$ cat src/rtl/sdc_pkg.sv
// Shared types and constants of the symbol dictionary coder.
package sdc_pkg;

    localparam logic [1:0] OP_LEARN  = 2'd0;
    localparam logic [1:0] OP_LOOKUP = 2'd1;
    localparam logic [1:0] OP_DECODE = 2'd2;

    localparam logic [1:0] STAT_FOUND = 2'd0;
    localparam logic [1:0] STAT_NEW   = 2'd1;
    localparam logic [1:0] STAT_MISS  = 2'd2;
    localparam logic [1:0] STAT_FULL  = 2'd3;

    localparam logic [31:0] HASH_MULT = 32'h9E37_79B1;

    typedef enum logic [2:0] {
        S_IDLE,
        S_PROBE_RD,
        S_PROBE_CODE,
        S_PROBE_SYM,
        S_DECODE,
        S_RESP
    } state_t;

endpackage

$ cat src/rtl/sdc_ctrl.sv
// Probe sequencer, insert logic and output register of the symbol dictionary coder.
module sdc_ctrl import sdc_pkg::*; #(
    parameter int CAPACITY = 1024,
    parameter int CW       = $clog2(CAPACITY),
    parameter int CNTW     = $clog2(CAPACITY + 1),
    parameter int SW       = $clog2(CAPACITY) + 1
) (
    input  logic              clk,
    input  logic              rst_n,
    input  logic              in_valid,
    output logic              in_ready,
    input  logic [1:0]        in_operation,
    input  logic [31:0]       in_value,
    input  logic              in_eos,
    output logic              out_valid,
    input  logic              out_ready,
    output logic [31:0]       out_value,
    output logic [1:0]        out_status,
    output logic [10:0]       out_used,
    output logic              out_eos,
    output logic              h_rd_en,
    output logic [SW-1:0]     h_rd_addr,
    input  logic [CW-1:0]     h_rd_data,
    output logic              h_wr_en,
    output logic [SW-1:0]     h_wr_addr,
    output logic [CW-1:0]     h_wr_data,
    output logic              s_rd_en,
    output logic [CW-1:0]     s_rd_addr,
    input  logic [SW+31:0]    s_rd_data,
    output logic              s_wr_en,
    output logic [CW-1:0]     s_wr_addr,
    output logic [SW+31:0]    s_wr_data
);

    state_t            state_reg, state_next;
    logic [1:0]        op_reg, op_next;
    logic [31:0]       val_reg, val_next;
    logic              eos_reg, eos_next;
    logic [SW-1:0]     slot_reg, slot_next;
    logic [CW-1:0]     code_reg, code_next;
    logic [CNTW-1:0]   count_reg, count_next;
    logic [31:0]       res_value_reg, res_value_next;
    logic [1:0]        res_status_reg, res_status_next;
    logic              out_valid_reg, out_valid_next;
    logic [31:0]       out_value_reg, out_value_next;
    logic [1:0]        out_status_reg, out_status_next;
    logic [10:0]       out_used_reg, out_used_next;
    logic              out_eos_reg, out_eos_next;
    logic [31:0]       hash_prod;

    assign hash_prod = in_value * HASH_MULT;

    always_ff @(posedge clk or negedge rst_n)
    begin
        if (!rst_n)
        begin
            state_reg     <= S_IDLE;
            count_reg     <= '0;
            out_valid_reg <= 1'b0;
        end
        else
        begin
            state_reg     <= state_next;
            count_reg     <= count_next;
            out_valid_reg <= out_valid_next;
        end
    end

    always_ff @(posedge clk)
    begin
        op_reg         <= op_next;
        val_reg        <= val_next;
        eos_reg        <= eos_next;
        slot_reg       <= slot_next;
        code_reg       <= code_next;
        res_value_reg  <= res_value_next;
        res_status_reg <= res_status_next;
        out_value_reg  <= out_value_next;
        out_status_reg <= out_status_next;
        out_used_reg   <= out_used_next;
        out_eos_reg    <= out_eos_next;
    end

    always_comb
    begin
        logic miss;
        miss            = 1'b0;
        state_next      = state_reg;
        op_next         = op_reg;
        val_next        = val_reg;
        eos_next        = eos_reg;
        slot_next       = slot_reg;
        code_next       = code_reg;
        count_next      = count_reg;
        res_value_next  = res_value_reg;
        res_status_next = res_status_reg;
        out_valid_next  = out_valid_reg;
        out_value_next  = out_value_reg;
        out_status_next = out_status_reg;
        out_used_next   = out_used_reg;
        out_eos_next    = out_eos_reg;
        in_ready        = 1'b0;
        h_rd_en         = 1'b0;
        h_rd_addr       = slot_reg;
        h_wr_en         = 1'b0;
        h_wr_addr       = slot_reg;
        h_wr_data       = count_reg[CW-1:0];
        s_rd_en         = 1'b0;
        s_rd_addr       = code_reg;
        s_wr_en         = 1'b0;
        s_wr_addr       = count_reg[CW-1:0];
        s_wr_data       = {val_reg, slot_reg};

        if (out_valid_reg && out_ready)
        begin
            out_valid_next = 1'b0;
        end

        case (state_reg)
            S_IDLE:
            begin
                in_ready = 1'b1;
                if (in_valid)
                begin
                    op_next         = in_operation;
                    val_next        = in_value;
                    eos_next        = in_eos;
                    slot_next       = hash_prod[31 -: SW];
                    res_value_next  = in_value;
                    res_status_next = STAT_MISS;
                    case (in_operation)
                        OP_LEARN, OP_LOOKUP:
                        begin
                            state_next = S_PROBE_RD;
                        end
                        OP_DECODE:
                        begin
                            if (!in_value[31] && in_value < 32'(count_reg))
                            begin
                                s_rd_en    = 1'b1;
                                s_rd_addr  = in_value[CW-1:0];
                                state_next = S_DECODE;
                            end
                            else
                            begin
                                state_next = S_RESP;
                            end
                        end
                        default:
                        begin
                            state_next = S_RESP;
                        end
                    endcase
                end
            end
            S_PROBE_RD:
            begin
                h_rd_en    = 1'b1;
                state_next = S_PROBE_CODE;
            end
            S_PROBE_CODE:
            begin
                code_next = h_rd_data;
                if (CNTW'(h_rd_data) < count_reg)
                begin
                    s_rd_en    = 1'b1;
                    s_rd_addr  = h_rd_data;
                    state_next = S_PROBE_SYM;
                end
                else
                begin
                    miss = 1'b1;
                end
            end
            S_PROBE_SYM:
            begin
                if (s_rd_data[SW-1:0] == slot_reg)
                begin
                    if (s_rd_data[SW+31:SW] == val_reg)
                    begin
                        res_value_next  = 32'(code_reg);
                        res_status_next = STAT_FOUND;
                        state_next      = S_RESP;
                    end
                    else
                    begin
                        slot_next  = slot_reg + 1'b1;
                        state_next = S_PROBE_RD;
                    end
                end
                else
                begin
                    miss = 1'b1;
                end
            end
            S_DECODE:
            begin
                res_value_next  = s_rd_data[SW+31:SW];
                res_status_next = STAT_FOUND;
                state_next      = S_RESP;
            end
            S_RESP:
            begin
                if (!out_valid_reg || out_ready)
                begin
                    out_valid_next  = 1'b1;
                    out_value_next  = res_value_reg;
                    out_status_next = res_status_reg;
                    out_used_next   = 11'(count_reg);
                    out_eos_next    = eos_reg;
                    state_next      = S_IDLE;
                end
            end
            default:
            begin
                state_next = S_IDLE;
            end
        endcase

        if (miss)
        begin
            state_next = S_RESP;
            if (op_reg == OP_LEARN)
            begin
                if (count_reg < CNTW'(CAPACITY))
                begin
                    h_wr_en         = 1'b1;
                    s_wr_en         = 1'b1;
                    res_value_next  = 32'(count_reg);
                    res_status_next = STAT_NEW;
                    count_next      = count_reg + 1'b1;
                end
                else
                begin
                    res_status_next = STAT_FULL;
                end
            end
        end
    end

    assign out_valid  = out_valid_reg;
    assign out_value  = out_value_reg;
    assign out_status = out_status_reg;
    assign out_used   = out_used_reg;
    assign out_eos    = out_eos_reg;

endmodule

$ cat config.mk
export PLATFORM = sky130hd
export DESIGN_NAME = sdc_ctrl
export DESIGN_NICKNAME = d
export VERILOG_FILES = /design/src/rtl/sdc_pkg.sv /design/src/rtl/sdc_ctrl.sv
export SDC_FILE = /design/constraint.sdc
export NUM_CORES = 1
export LEC_CHECK = 0
export BUFFER_PORTS_ARGS = -buffer_cell sky130_fd_sc_hd__buf_4
export CAP_MARGIN = 20
export CORE_ASPECT_RATIO = 0.6
export CORE_MARGIN = 4
export CORE_UTILIZATION = 59
export DETAILED_ROUTE_END_ITERATION = 10
export PLACE_DENSITY = 0.82
export SLEW_MARGIN = 20
export SYNTH_ARGS = -nofsm -noshare
export SYNTH_HDL_FRONTEND = slang
export SYNTH_SLANG_ARGS = --single-unit
$ cat constraint.sdc
create_clock -name clk -period 4.87 [get_ports clk]
set_input_delay 0.2435 -clock clk [delete_from_list [all_inputs] [get_ports clk]]
set_output_delay 0.2435 -clock clk [all_outputs]
set_load 0.05 [all_outputs]
[After elaboration in Yosys (flattened, before gate mapping)]
Cells that the tools add are included.
Storage, ports and cells
  register bits after elaboration: 151
  bits of input ports: 92
  output and inout port bits: 147
  logic and storage cells: 99
Operators by class
  $add $sub $neg: 2
  $mul: 1
  order comparisons: 3
  equal/unequal tests: 16
  mux-type cells: 48
  reductions and logical operators: 15
Operators with widths (number)
  2-to-1 mux 32 bit: 6
  one-hot mux 32 bit (3 select lines): 1
  2-to-1 mux 10 bit: 4
  2-to-1 mux 11 bit: 3
  == test 32 bit: 1
  less-than comparator 32 x 11 -> 1 bit: 1
  multiplier 32 x 32 -> 32 bit (second input constant): 1
  adder 11 x 1 -> 11 bit (second input constant): 2
  one-hot mux 11 bit (2 select lines): 1
  one-hot mux 10 bit (2 select lines): 1
  2-to-1 mux 3 bit: 6
  one-hot mux 3 bit (6 select lines): 1
  2-to-1 mux 1 bit: 15
  2-to-1 mux 2 bit: 6
  != test 3 bit (second input constant): 4
  == test 11 bit: 1
  less-than comparator 10 x 11 -> 1 bit: 1
  less-than comparator 11 bit (second input constant): 1
  AND reduction 4 bit: 2
  == test 3 x 2 -> 1 bit (second input constant): 2
  == test 3 bit (second input constant): 2
  != test 2 bit (second input constant): 3
  one-hot mux 2 bit (3 select lines): 1
  one-hot mux 3 bit (2 select lines): 1
  13 further kinds: 18

[Longest topological paths before layout]
  depth in word-level cells: 7
  depth in mapped cells: 26
  gate-level depth less buffers: 26

[Worst setup path after synthesis]
Ideal clock, no wire load.
  path kind: input-to-reg
  start: in in_value[4]
  end: reg slot_reg[7], in the netlist h_rd_addr[7], data pin
  setup time: 0.270 ns
  arrival time: 6.307 ns
  data required time: 4.600 ns
  slack: -1.707 ns
  stages on the path: 26
  path buffers: 0
  cell sequence: inv_1 > fa_1 > inv_1 > fa_1 > fa_1 > inv_1 > fa_1 > inv_1 > fa_1 > inv_1 > fa_1 > inv_1 > fa_1 > inv_1 > fa_1 > inv_1 > ha_1 > a211o_1 > a211oi_1 > a21oi_1 > or2_1 > a31o_2 > a21o_1 > a21oi_1 > xor2_1 > a21oi_1
On the way
  word-level cells in the longest chain between the ends: 3
RTL lines
  start: declaration: RTL line sdc_ctrl.sv:13  | input logic [31:0] in_value,
  multiplier 32 x 32 -> 32 bit: RTL line sdc_ctrl.sv:51  | assign hash_prod = in_value * HASH_MULT;
  2-to-1 mux 11 bit: RTL line sdc_ctrl.sv:123  | if (in_valid)
  one-hot mux 11 bit (2 select lines): RTL line sdc_ctrl.sv:119  | case (state_reg)
  named net slot_next[7]: RTL line sdc_ctrl.sv:39  | logic [SW-1:0] slot_reg, slot_next;
  end signal: assignment: RTL line sdc_ctrl.sv:74  | slot_reg <= slot_next;
  end: declaration: RTL line sdc_ctrl.sv:39
The timed path passes the listed nets, and every way through them passes these cells. The select of a mux whose other input is x is not followed.
A chain may end at the register's enable or synchronous reset.

[Worst setup path after layout]
  start: in in_value[4]
  end: reg slot_reg[9], in the netlist h_rd_addr[9], data pin
Same word-level chain as after synthesis.

==> qor.txt <==
status - finished with violations
failing checks - setup timing
Max clock buf depth - 2
RSZ-0062 raised after global routing - yes
Worst-path clk slew - 70 ps
count of cell types in the netlist - 65
Final nets - 2277
fraction of layout cells with a size suffix above 1 - 0.2689
antenna fix cells - 0
initial antenna violation count - 1
vias in the first global route - 12.54k
DR WL/cell - 23.24 µm
CP max stage delay - 560 ps
ys async rst share - 0.09934
Ys Warns - 0
via count - 12.25k
final wirelength - 49670 µm
Pre-antenna DRT Iters - 6
Post-route DRC - 0
Mapped Area - 15560 µm²
CP Launch Type - primary input
vias per inst - 5.730
commonest non-fill, non-tap cells in the layout - buf_4 (385), inv_1 (354), ha_1 (204)
Inst Count DP - 2090
final period demand of the worst path - 6380 ps
final worst slack - -1510 ps
Hold Fails Final Rpt - 0
RD Place Congestion - 0.9831
I/O Buffers - 238
Post-Layout Cell Count - 2137
Detail Route Antenna Nets - 0
core box area - 25620 µm²
row count - 45
register area share after synthesis - 0.2647
Worst Path Max Fanout - 3
Synth-to-Final Area Change - 24.96%
DPL Wire Length - 40350 µm
first-pass GRT wire length - 74700 µm
die height - 133.8 µm
clock skew - 14.35 ps
crit path kind - primary input to flip-flop
met1 Resource Use GR - 0.5106
worst hold path type - primary input to flip-flop
largest net degree at the start of global routing - 69
Initial DRC Count - 1416
total grt overflow - 0
TritonCTS Sinks - 151
die area - 29120 µm²
Mean Syn Cell Area - 10.95 µm²
syn_nets - 1926
Clk Latency, worst-skew pair - 440 ps
#FFs+latches synth - 151
num ports - 239
required time of the critical path - 5030 ps
Die Width - 217.7 µm
CTS root buffer - clkbuf_16
Worst Path Arrival - 6540 ps
gr usage total - 0.3413
number of H-tree levels - 4
GR peak layer - met1
CTS tree - done
Post-synth EDFFs - 102
Slew HR - 0.4101
f_max - 156.7 MHz
most common cell after layout, fill and taps aside - buf_4
Worst-Margin Slew - 884.9 ps
crit path capture type - flip-flop
Main synth FF type - edfxtp_1
CTS Buf Count - 17
fin crit share - 1.310
Final Max Tran Viols - 0
Starting Density - 0.6075
grt met2 use - 0.4838
global routing usage on met3 - 0.1279
Gate Count Post-Synth - 1421
Max-Cap Viols - 0
slowest CP cell - fa_1
count of final setup violators - 11
-- timing repair --
item / in CTS / in global routing
buffers inserted: 5 / 3
endpoints found under the hold margin: 21 / 0
hold buffers: 7 / 0
gates cloned: 0 / 0
pin swaps: 15 / 10
setup endpoints to repair: 11 / 11
gates resized for setup: 13 / 22
-- final cells by class --
type	count	area, µm²
inverter	370	1396
clock inverter	15	160.2
sequential	151	4119
clock buffer	17	425.4
multi-input combinational	831	9828
timing repair buffer	401	3078
fill	1705	6171
tap	352	440.4
-- critical path: cells and delay by family --
kind	cells	cell delay, ps
AO/OA/AOI/OAI	7	1340
buffers and inverters	9	510
AND/OR/NAND/NOR	1	240
adder cells (fa/ha/maj)	9	4030
XOR/XNOR	1	170
-- layer usage --
| layer | wire length, µm | part of all wire | up-vias |
|---|---|---|---|
| met3 | 7445 | 0.15 | 96 |
| met1 | 20840 | 0.42 | 6045 |
| met5 | 12 | 0.00024 | - |
| met4 | 827 | 0.017 | 2 |
| li1 | - | - | 5286 |
| met2 | 20540 | 0.41 | 816 |
-- kinds of logic after synthesis --
logic type | after synthesis | synth area share
AO/OA/AOI/OAI | 147 | 0.07405
XOR/XNOR | 108 | 0.06078
adder cells (fa/ha/maj) | 413 | 0.4300
buffers and inverters | 439 | 0.1177
flip-flops | 151 | 0.2647
AND/OR/NAND/NOR | 163 | 0.05282
-- final timing paths --
check                             startpoint                end  slack [ps]  cells past startpoint
min in group asynchronous              rst_n       state_reg[2]         230                      2
worst min register to register       eos_reg            out_eos         430                      0
worst max-delay path             in_value[4]       h_rd_addr[9]       -1510                     27
worst min-delay path            h_rd_data[7]        code_reg[7]          20                      1
max in group asynchronous              rst_n       count_reg[4]        4430                      2
worst max register to register  state_reg[1]  res_value_reg[24]        1140                      9
-- cell usage after synthesis (14+ instances only) --
cell / instances / area (µm²)
a21oi_1: 27 / 135.1
a222oi_1: 22 / 220.2
a22o_1: 19 / 166.4
buf_4: 46 / 345.3
dfrtp_1: 15 / 375.4
dfxtp_1: 34 / 680.7
edfxtp_1: 102 / 3063
fa_1: 203 / 4064
ha_1: 210 / 2628
inv_1: 369 / 1385
nand2_1: 26 / 97.59
nand3_1: 14 / 70.07
nor2_1: 54 / 202.7
nor4_1: 17 / 106.4
xnor2_1: 62 / 543.0
xor2_1: 46 / 402.9
-- metrics by stage --
step | utilization | instance area (µm²) | worst slack (ps) | setup TNS [ps] | hold WS, ps
global route | 0.7591 | 19450 | -1707 | -16430 | 2.703
floorplan | - | 15650 | -1564 | -13060 | -52.09
global placement | 0.7251 | 18580 | -1974 | -18220 | 117.3
CTS | 0.7555 | 19350 | -1456 | -12780 | 0.4580
detailed placement | 0.7251 | 18580 | -2054 | -18840 | 121.3
finish | 0.7591 | 19450 | -1510 | -14680 | 18.11
Power is not shown: default switching activity piles up to over one toggle a cycle in this logic, so the estimate is an artifact.
